## src/hw/rtl/bcdclk_pkg.sv

```systemverilog
// Shared types, codes and digit helpers for the BCD clock register port.
package bcdclk_pkg;

  // Operation carried in the low bits of the input tuser.
  typedef enum logic [1:0] {
    ACT_WRITE = 2'd0,
    ACT_READ  = 2'd1,
    ACT_TICK  = 2'd2,
    ACT_BUSY  = 2'd3
  } action_t;

  // Port selector carried above the operation in tuser.
  typedef enum logic {
    PORT_DATA = 1'b0,
    PORT_CMD  = 1'b1
  } port_t;

  typedef logic [3:0] nibble_t;

  localparam int unsigned NumNibbles  = 16;
  localparam int unsigned InDataWidth = 48;
  localparam int unsigned InUserWidth = 3;

  localparam logic [3:0] RegHourTens = 4'd5;
  localparam logic [3:0] RegDayTens  = 4'd8;
  localparam logic [4:0] LastAmHour  = 5'd11;
  localparam logic [7:0] ReadyBit    = 8'h80;

  // Quotient by ten for values up to 127, through a reciprocal multiply.
  function automatic nibble_t div10(input logic [6:0] v);
    logic [14:0] p;
    p = 15'(v) * 15'd205;
    return p[14:11];
  endfunction

  // Remainder by ten for values up to 127.
  function automatic nibble_t mod10(input logic [6:0] v);
    logic [6:0] r;
    r = v - 7'({3'b000, div10(v)} * 7'd10);
    return r[3:0];
  endfunction

endpackage

```

## src/hw/rtl/bcd_clock_chip_register_port.sv

```systemverilog
// Top level of the BCD clock register port: port decode, nibble store and result register.
//
// The block models a clock chip reached through a data port and a command port.
// Items arrive on the in_ stream: in_tuser selects the operation (port write, port
// read, time tick, busy level) and the port, in_tdata carries the byte and the host
// time. Only a port read produces a result, which leaves on the out_ stream as one
// byte: the command latch for the command port, or the read nibble with a ready bit
// in bit 7 (set while the busy level is low) for the data port.
//
// Each accepted transfer lands in an input register; from there short decode logic
// updates the latches and nibble registers and, for a read, loads the result register.
// A read therefore passes the input register and then the result register before it
// shows on out_tvalid, and one item is taken in every cycle while the result side keeps up.
//
// Synchronous reset clears all latches, the sixteen nibble registers and both valid
// flags. When the receiver stalls, the result register holds its byte; the input
// register still drains writes, ticks and busy updates, and only a pending read
// waits, which then lowers in_tready until the result register is free again.
module bcd_clock_chip_register_port (
  input  logic        clk,
  input  logic        rst_n,
  input  logic        in_tvalid,
  output logic        in_tready,
  // Fields from bit 0: data[7:0], busy_flag[8], year_in_century[15:9], month[19:16],
  // day[24:20], weekday[27:25], hour[32:28], minute[38:33], second[44:39], zero pad.
  input  logic [47:0] in_tdata,
  // Fields from bit 0: action[1:0], port[2].
  input  logic [2:0]  in_tuser,
  output logic        out_tvalid,
  input  logic        out_tready,
  // Fields from bit 0: read_data[7:0].
  output logic [7:0]  out_tdata
);

  // Input register.
  logic                                        s1_valid_r;
  logic [bcdclk_pkg::InDataWidth-1:0]          s1_data_r;
  logic [bcdclk_pkg::InUserWidth-1:0]          s1_user_r;

  // Architectural state.
  bcdclk_pkg::nibble_t nib_r   [bcdclk_pkg::NumNibbles];
  bcdclk_pkg::nibble_t nib_nxt [bcdclk_pkg::NumNibbles];
  logic [7:0]          wr_latch_r, wr_latch_nxt;
  logic [3:0]          rd_latch_r, rd_latch_nxt;
  logic [7:0]          cmd_r, cmd_nxt;
  logic [3:0]          sel_r, sel_nxt;
  logic                busy_r, busy_nxt;

  // Result register.
  logic       out_valid_r, out_valid_nxt;
  logic [7:0] out_data_r, out_data_nxt;

  bcdclk_pkg::action_t act;
  bcdclk_pkg::port_t   prt;
  logic [7:0]          f_data;
  logic [6:0]          f_year;
  logic [3:0]          f_month;
  logic [4:0]          f_day;
  logic [2:0]          f_wday;
  logic [4:0]          f_hour;
  logic [5:0]          f_min;
  logic [5:0]          f_sec;
  logic                f_busy;

  logic       advance;
  logic [4:0] shown_hour;
  logic [6:0] year_mod;
  logic       pm;

  assign act     = bcdclk_pkg::action_t'(s1_user_r[1:0]);
  assign prt     = bcdclk_pkg::port_t'(s1_user_r[2]);
  assign f_data  = s1_data_r[7:0];
  assign f_busy  = s1_data_r[8];
  assign f_year  = s1_data_r[15:9];
  assign f_month = s1_data_r[19:16];
  assign f_day   = s1_data_r[24:20];
  assign f_wday  = s1_data_r[27:25];
  assign f_hour  = s1_data_r[32:28];
  assign f_min   = s1_data_r[38:33];
  assign f_sec   = s1_data_r[44:39];

  // A held item moves on unless it is a read facing a full, stalled result register.
  assign advance   = s1_valid_r &&
                     ((act != bcdclk_pkg::ACT_READ) || !out_valid_r || out_tready);
  assign in_tready = !s1_valid_r || advance;

  assign out_tvalid = out_valid_r;
  assign out_tdata  = out_data_r;

  // Unless hour-tens bit 3 is set, hours up to 31 wrap at twelve, minus 24 or 12.
  always_comb begin
    pm = (f_hour > bcdclk_pkg::LastAmHour);
    if (nib_r[bcdclk_pkg::RegHourTens][3]) begin
      shown_hour = f_hour;
    end else if (f_hour >= 5'd24) begin
      shown_hour = f_hour - 5'd24;
    end else if (f_hour >= 5'd12) begin
      shown_hour = f_hour - 5'd12;
    end else begin
      shown_hour = f_hour;
    end
    year_mod = (f_year >= 7'd100) ? (f_year - 7'd100) : f_year;
  end

  always_comb begin
    nib_nxt       = nib_r;
    wr_latch_nxt  = wr_latch_r;
    rd_latch_nxt  = rd_latch_r;
    cmd_nxt       = cmd_r;
    sel_nxt       = sel_r;
    busy_nxt      = busy_r;
    out_valid_nxt = out_valid_r && !out_tready;
    out_data_nxt  = out_data_r;
    if (advance) begin
      case (act)
        bcdclk_pkg::ACT_WRITE: begin
          if (prt == bcdclk_pkg::PORT_CMD) begin
            // Edges are judged against the previous command byte, only with chip select.
            if (f_data[7]) begin
              if (!cmd_r[2] && f_data[2]) begin
                rd_latch_nxt = nib_r[sel_r];
              end
              if (cmd_r[1] && !f_data[1]) begin
                if (sel_r == bcdclk_pkg::RegHourTens) begin
                  nib_nxt[bcdclk_pkg::RegHourTens] =
                    {wr_latch_r[3], nib_r[bcdclk_pkg::RegHourTens][2:0]};
                end else if (sel_r == bcdclk_pkg::RegDayTens) begin
                  nib_nxt[bcdclk_pkg::RegDayTens] =
                    {wr_latch_r[3:2], nib_r[bcdclk_pkg::RegDayTens][1:0]};
                end
              end
              if (cmd_r[0] && !f_data[0]) begin
                sel_nxt = wr_latch_r[3:0];
              end
            end
            cmd_nxt = f_data;
          end else begin
            wr_latch_nxt = f_data;
          end
        end
        bcdclk_pkg::ACT_READ: begin
          out_valid_nxt = 1'b1;
          if (prt == bcdclk_pkg::PORT_CMD) begin
            out_data_nxt = cmd_r;
          end else begin
            out_data_nxt = {4'b0000, rd_latch_r} | (busy_r ? 8'h00 : bcdclk_pkg::ReadyBit);
          end
        end
        bcdclk_pkg::ACT_TICK: begin
          nib_nxt[0]  = bcdclk_pkg::mod10({1'b0, f_sec});
          nib_nxt[1]  = bcdclk_pkg::div10({1'b0, f_sec});
          nib_nxt[2]  = bcdclk_pkg::mod10({1'b0, f_min});
          nib_nxt[3]  = bcdclk_pkg::div10({1'b0, f_min});
          nib_nxt[4]  = bcdclk_pkg::mod10({2'b00, shown_hour});
          nib_nxt[5]  = bcdclk_pkg::div10({2'b00, shown_hour}) |
                        {nib_r[bcdclk_pkg::RegHourTens][3], pm, 2'b00};
          nib_nxt[6]  = {1'b0, f_wday};
          nib_nxt[7]  = bcdclk_pkg::mod10({2'b00, f_day});
          nib_nxt[8]  = bcdclk_pkg::div10({2'b00, f_day}) |
                        {nib_r[bcdclk_pkg::RegDayTens][3:2], 2'b00};
          nib_nxt[9]  = bcdclk_pkg::mod10({3'b000, f_month});
          nib_nxt[10] = bcdclk_pkg::div10({3'b000, f_month});
          nib_nxt[11] = bcdclk_pkg::mod10(f_year);
          nib_nxt[12] = bcdclk_pkg::div10(year_mod);
        end
        bcdclk_pkg::ACT_BUSY: begin
          busy_nxt = f_busy;
        end
        default: begin
          busy_nxt = busy_r;
        end
      endcase
    end
  end

  always_ff @(posedge clk) begin
    if (!rst_n) begin
      s1_valid_r  <= 1'b0;
      out_valid_r <= 1'b0;
      wr_latch_r  <= '0;
      rd_latch_r  <= '0;
      cmd_r       <= '0;
      sel_r       <= '0;
      busy_r      <= 1'b0;
      for (int i = 0; i < bcdclk_pkg::NumNibbles; i++) begin
        nib_r[i] <= '0;
      end
    end else begin
      if (in_tready) begin
        s1_valid_r <= in_tvalid;
      end
      out_valid_r <= out_valid_nxt;
      wr_latch_r  <= wr_latch_nxt;
      rd_latch_r  <= rd_latch_nxt;
      cmd_r       <= cmd_nxt;
      sel_r       <= sel_nxt;
      busy_r      <= busy_nxt;
      nib_r       <= nib_nxt;
    end
  end

  always_ff @(posedge clk) begin
    if (in_tready && in_tvalid) begin
      s1_data_r <= in_tdata;
      s1_user_r <= in_tuser;
    end
    out_data_r <= out_data_nxt;
  end

endmodule

```

## config.mk

```make
export PLATFORM = sky130hd
export DESIGN_NAME = bcd_clock_chip_register_port
export DESIGN_NICKNAME = d
export VERILOG_FILES = /design/src/hw/rtl/bcdclk_pkg.sv /design/src/hw/rtl/bcd_clock_chip_register_port.sv
export SDC_FILE = /design/constraint.sdc
export NUM_CORES = 1
export LEC_CHECK = 0
export ABC_AREA = 1
export BUFFER_PORTS_ARGS = -buffer_cell sky130_fd_sc_hd__clkbuf_2
export CAP_MARGIN = 20
export CORE_MARGIN = 2
export CORE_UTILIZATION = 25
export CTS_CLUSTER_DIAMETER = 100
export DETAILED_ROUTE_END_ITERATION = 10
export SKIP_LAST_GASP = 1
export SLEW_MARGIN = 40
export SYNTH_ARGS = -nofsm -noshare
export SYNTH_HDL_FRONTEND = slang
export SYNTH_SLANG_ARGS = --single-unit
export TNS_END_PERCENT = 5
```

## constraint.sdc

```tcl
create_clock -name clk -period 4.3 [get_ports clk]
set_input_delay 0.645 -clock clk [delete_from_list [all_inputs] [get_ports clk]]
set_output_delay 0.645 -clock clk [all_outputs]
set_load 0.03 [all_outputs]
```

==> flow_metrics.env, run 1 <==
export IMPL_die_h_um=200
export IMPL_placedCellCount=1680
export IMPL_finalCritPeriodShare_pct=105
export IMPL_num_antenna_cells=0
export IMPL_finalCriticalPeriod_ns=4.52
export IMPL_slew_viol_final=0
export IMPL_synth_fp_nets=1338
export IMPL_first_pass_iters=7
export IMPL_grt_pass1_vias=7663
export IMPL_ir_drop_uv=302
export IMPL_viasPerCell=4.36
export IMPL_finalWirelength_mm=20.9
export IMPL_post_drt_wl_per_cell_um=12.2
export IMPL_nets=1473
export IMPL_rsz0062_at_grt="true"
export IMPL_seq_area_um2=3060
export IMPL_fin_ws_ns=-0.222
export IMPL_critPathSlowestCell="edfxtp_1"
export IMPL_crit_fanout=5
export IMPL_setup_viol=6
export IMPL_rows=71
export IMPL_final_area_um2=11800
export IMPL_synth_avg_cell_area_um2=9.07
export IMPL_gp_congestion=0.862
export IMPL_clk_pin_slew_ns=0.07
export IMPL_power_leakage_nw=5.64
export IMPL_io_pins=65
export IMPL_synth_top_area_share_pct=24.3
export IMPL_maxSlewHeadroom_pct=51.6
export IMPL_cts_buffer_depth=2
export IMPL_num_vias=7491
export IMPL_hold_viol_final=0
export IMPL_overflow=0
export IMPL_cts_buffers=17
export IMPL_core_area_um2=37800
export IMPL_final_common_cell="inv_1"
export IMPL_drc=0
export IMPL_violations="negative setup slack"
export IMPL_drive_above_1_share_pct=19.8
export IMPL_first_iter_violations=242
export IMPL_ys_seq_area_share_pct=31.9
export IMPL_multi_input_area_um2=5910
export IMPL_synthFlopType="dfxtp_1"
export IMPL_holdWs_ns=0.382
export IMPL_status="finished with violations"
export IMPL_cp_required_ns=4.63
export IMPL_fmax_ghz=0.221
export IMPL_ys_ff_latch=125
export IMPL_die_x_um=200
export IMPL_ys_async_sr_fraction_pct=0
export IMPL_crit_family="adder cells"
export IMPL_synth_cells=1060
export IMPL_fill_cells=3911
export IMPL_yosysWarnings=0
export IMPL_p_per_area_nw_per_um2=378
export IMPL_port_buffers=61
export IMPL_hpwl_mm=16.5
export IMPL_ys_types=47
export IMPL_final_cell_mix="190 x inv_1, 179 x ha_1, 116 x nand2_1, 82 x a21oi_1, 74 x buf_4"
export IMPL_cp_arrival_ns=4.85
export IMPL_total_power_w=0.00446
export IMPL_synth_edf_count=56
export IMPL_place_ws_ns=-0.330
export IMPL_netlist_top_cells_area="ha_1 24%, edfxtp_1 17%, dfxtp_1 14%, inv_1 7.7%, fa_1 7.5%"
export IMPL_start_util_pct=25.5
export IMPL_clkLatencyLatePin_ns=0.44
export IMPL_dieArea_um2=40000
export IMPL_grt_first_pass_wirelength_mm=35.6
export IMPL_criticalPathCategory="reg -> reg"
export IMPL_endpoint_kind="flip-flop"
export IMPL_crit_path_start_kind="flip-flop"
export IMPL_fin_cells=1719
export IMPL_antenna_found_initial=0
export IMPL_drv_cap=0
export IMPL_clkSinkCount=125
export IMPL_root_buffer="clkbuf_16"
export IMPL_grt_usage_pct=11.1
export IMPL_cts_tree="built"
export IMPL_ant_nets=0
export IMPL_max_stage_delay_ns=0.48
export IMPL_ctsHoldBuffers=0
export IMPL_skew_ns=0.00861
export IMPL_grt_max_degree=60
export IMPL_hp_class="in -> reg"
export IMPL_syn_area_um2=9610
export IMPL_tightest_slew_ns=0.725
export IMPL_area_growth_pct=23.0
export IMPL_htreeDepth=4
export IMPL_synth_largest_area_cell="ha_1"
export IMPL_placed_cell_area_um2=11000
export IMPL_critPathBufInv=3
## routing by layer
metal | global-route usage, % | vias to the layer above | share of wire (%)
met3 | 1.48 | 24 | 2.1
met4 | 3.73 | 0 | 1.5
li1 | - | 3856 | -
met1 | 13.1 | 3531 | 44
met2 | 20.6 | 80 | 52
met5 | 0 | - | 0
## per-stage QoR
stage	setup TNS [ns]	utilization (%)
after detailed placement	-0.997	29.2
final	-0.668	31.3
after global placement	-0.667	29.2
after global routing	-3.19	31.3
after floorplan	-0.0792	-
after CTS	-0.939	31.0
## power breakdown
part	internal [W]	leakage [nW]	switching [W]	total (W)
sequential	0.00129	1.10	0.0000351	0.00133
clock	0.000781	0.288	0.000668	0.00145
combinational	0.000756	4.25	0.000933	0.00169
total	0.00283	5.64	0.00164	0.00446
## logic make-up (layout without fill, tap and decap cells)
logic type / Yosys count / after routing / synth area share [%]
compound gates: 218 / 218 / 13.1
buf+inv: 218 / 366 / 8.63
xor+xnor: 31 / 31 / 2.90
flops: 125 / 125 / 31.9
simple gates: 245 / 245 / 11.6
fa+ha+maj: 223 / 223 / 31.8
## sequential cells by signal, indices dropped and copies added, names as in the netlist
name,flops
wr_latch_r,4
rd_latch_r,4
out_tdata,8
cmd_r,8
s1_user_r,3
nib_r,46
out_tvalid,1
sel_r,4
s1_valid_r,1
busy_r,1
s1_data_r,45
## final timing paths
path	start	endpoint	slack [ns]	cells after the start
worst max-delay path	s1_data_r[31]$_DFFE_PP_	nib_r[47]$_SDFFE_PN0P_	-0.22	28
worst min-delay path	in_tdata[40]	s1_data_r[40]$_DFFE_PP_	0.38	1
worst max register to register	s1_data_r[31]$_DFFE_PP_	nib_r[47]$_SDFFE_PN0P_	-0.22	28
worst min register to register	cmd_r[5]$_SDFFE_PN0P_	cmd_r[5]$_SDFFE_PN0P_	0.45	2
## what timing repair did
item / in CTS / in global routing
setup endpoints to repair: 6 / 10
pin swaps: 18 / 12
gates resized for setup: 8 / 15
buffers inserted: 4 / 3
## cells in the mapped netlist, types with 4 or more instances
cell type,count
xor2_1,20
clkbuf_1,14
ha_1,187
a221oi_1,4
nor3_1,6
or2_2,9
nor2_1,49
nand2_1,120
o211ai_1,9
a211oi_1,7
a21oi_1,88
a21o_1,4
o21ai_0,71
nand3_1,25
fa_1,36
o21a_1,9
nand4_1,16
a22oi_1,8
inv_1,197
dfxtp_1,69
nand2_2,6
edfxtp_1,56
xnor2_1,10
## final cells by class
type / count / area share [%]
Timing Repair Buffer: 135 / 7.28
Clock inverter: 15 / 1.44
Tap cell: 511 / 5.41
Inverter: 199 / 6.34
Sequential cell: 125 / 25.9
Clock buffer: 17 / 3.60
Multi-Input combinational cell: 717 / 50.0
## worst reg2reg max path, delay by kind of cell (launching register included)
kind,cells,cell delay [ns]
and+or+nand+nor,13,1.17
buffers and inverters,3,0.20
DFF,1,0.48
AOI/OAI and AO/OA,5,0.58
adders and majority gates,6,1.85
xor gates and xnor gates,1,0.16
Note: power is estimated with default switching activity, not from simulation.
==> inputs of run 2 (changes only) <==
--- a/config.mk
+++ b/config.mk
@@ -12,6 +12,8 @@
 export CORE_UTILIZATION = 25
 export CTS_CLUSTER_DIAMETER = 100
 export DETAILED_ROUTE_END_ITERATION = 10
+export MAX_ROUTING_LAYER = met4
+export SKIP_CTS_REPAIR_TIMING = 1
 export SKIP_LAST_GASP = 1
 export SLEW_MARGIN = 40
 export SYNTH_ARGS = -nofsm -noshare
==> run 2 against run 1 <==
  * The flow still finishes with violations (negative setup slack)
  * Total power is 0.41% lower
  * Largest power group unchanged
  * Register-to-register slack gained 0.05 ns
  * Final cell count down 0.23%
  * Global-route usage grew 0.30 points
  * Core utilization decreased by 0.12 points
  * Clock skew grew 0.0016 ns
  * Routed wire length down 0.61%
  * Cell area fell by 0.39%
==> flow_metrics.env, run 2 (synthesis results as in run 1) <==
export IMPL_status="finished with violations"
export IMPL_violations="negative setup slack"
export IMPL_num_vias=7430
export IMPL_cp_arrival_ns=4.80
export IMPL_drive_above_1_share_pct=19.3
export IMPL_cp_num_cells=28
export IMPL_skew_ns=0.0102
export IMPL_crit_path_start="s1_data_r[31]$_DFFE_PP_"
export IMPL_cts_tree="built"
export IMPL_grt_max_degree=60
export IMPL_largest_register_ffs=46
export IMPL_maxSlewHeadroom_pct=51.7
export IMPL_power_leakage_nw=5.63
export IMPL_core_area_um2=37800
export IMPL_fin_ws_ns=-0.176
export IMPL_rsz0062_at_grt="true"
export IMPL_cts_buffers=17
export IMPL_viasPerCell=4.33
export IMPL_ff2ff_setup_slack_ns=-0.18
export IMPL_gp_congestion=0.877
export IMPL_finalCriticalPeriod_ns=4.48
export IMPL_first_pass_iters=5
export IMPL_overflow=0
export IMPL_die_h_um=200
export IMPL_crit_fanout=5
export IMPL_largest_registers="nib_r x46, s1_data_r x45"
export IMPL_antenna_found_initial=0
export IMPL_finalCritPeriodShare_pct=104
export IMPL_num_antenna_cells=0
export IMPL_io_pins=65
export IMPL_area_growth_pct=22.5
export IMPL_ant_nets=0
export IMPL_hold_viol_final=0
export IMPL_final_cell_mix="190 x inv_1, 180 x ha_1, 117 x nand2_1, 83 x a21oi_1"
export IMPL_critPathBufInv=3
export IMPL_fmax_ghz=0.223
export IMPL_r2r_cells=28
export IMPL_cp_endpoint="nib_r[47]$_SDFFE_PN0P_"
export IMPL_r2r_start="s1_data_r[31]$_DFFE_PP_"
export IMPL_critPathSlowestCell="edfxtp_1"
export IMPL_fill_cells=3909
export IMPL_slew_viol_final=0
export IMPL_first_iter_violations=288
export IMPL_rows=71
export IMPL_drv_cap=0
export IMPL_post_drt_wl_per_cell_um=12.1
export IMPL_fin_setup_tns_ns=-0.512
export IMPL_clkLatencyLatePin_ns=0.43
export IMPL_start_util_pct=25.5
export IMPL_timing_rr_end="nib_r[47]$_SDFFE_PN0P_"
export IMPL_dieArea_um2=40000
export IMPL_endpoint_kind="flip-flop"
export IMPL_final_common_cell="inv_1"
export IMPL_setup_viol=6
export IMPL_grt_usage_pct=11.4
export IMPL_hp_start="in_tdata[40]"
export IMPL_crit_family="adder cells"
export IMPL_htreeDepth=4
export IMPL_place_ws_ns=-0.330
export IMPL_nets=1469
export IMPL_max_stage_delay_ns=0.48
export IMPL_criticalPathCategory="reg -> reg"
export IMPL_p_per_area_nw_per_um2=378
export IMPL_finalWirelength_mm=20.8
export IMPL_clk_pin_slew_ns=0.07
export IMPL_grt_pass1_vias=7597
export IMPL_cts_buffer_depth=2
export IMPL_ir_drop_uv=298
export IMPL_hpwl_mm=16.5
export IMPL_port_buffers=61
export IMPL_clkSinkCount=125
export IMPL_drc=0
export IMPL_crit_path_frequent_cell="nand2_1"
export IMPL_tightest_slew_ns=0.724
export IMPL_crit_path_start_kind="flip-flop"
export IMPL_die_x_um=200
export IMPL_top_register="nib_r"
export IMPL_hp_class="in -> reg"
export IMPL_grt_first_pass_wirelength_mm=35.4
export IMPL_root_buffer="clkbuf_16"
export IMPL_cp_required_ns=4.63
==> run 2: final cells by class <==
type                            count  area [um2]  share of cell area, %
Inverter                          199         749                   6.37
Timing Repair Buffer              131         831                   7.06
Sequential cell                   125        3060                   26.0
Clock inverter                     15         170                   1.45
Multi-Input combinational cell    717        5890                   50.1
Tap cell                          511         639                   5.43
Clock buffer                       17         425                   3.61
==> run 2: how the worst min path moves through the flow <==
| stage | end | slack, ns | depth (start not counted) |
|---|---|---|---|
| 2_1_floorplan | busy_r$_SDFFE_PN0P_ | 0.42 | 2 |
| 6_report | s1_data_r[40]$_DFFE_PP_ | 0.38 | 1 |
| 5_1_grt | s1_data_r[29]$_DFFE_PP_ | 0.37 | 1 |
| 3_3_place_gp | busy_r$_SDFFE_PN0P_ | 0.43 | 2 |
| 3_5_place_dp | busy_r$_SDFFE_PN0P_ | 0.43 | 2 |
| 4_1_cts | s1_data_r[29]$_DFFE_PP_ | 0.37 | 1 |
==> run 2: where the power goes <==
part / switching (W) / internal, W / leakage, nW
sequential: 0.0000351 / 0.00129 / 1.10
clock: 0.000664 / 0.000781 / 0.288
combinational: 0.000929 / 0.000745 / 4.24
==> run 2: metrics by stage <==
stage	std cells	hold slack (ns)	utilization [%]	power (W)	cell area [um2]
CTS	1712	0.366	30.8	0.00441	11600
detailed placement	1680	0.435	29.2	0.00294	11000
global placement	1680	0.434	29.2	0.00289	11000
global route	1715	0.368	31.2	0.00481	11800
floorplan	1060	0.420	-	0.00246	9660
finish	1715	0.384	31.2	0.00445	11800
==> run 2: per-layer routing <==
metal	up-vias	track usage (%)	routed length (um)
li1	3844	-	-
met1	3499	13.1	9290
met2	70	20.4	10800
met3	17	1.48	402
met4	0	3.73	265
met5	-	-	0
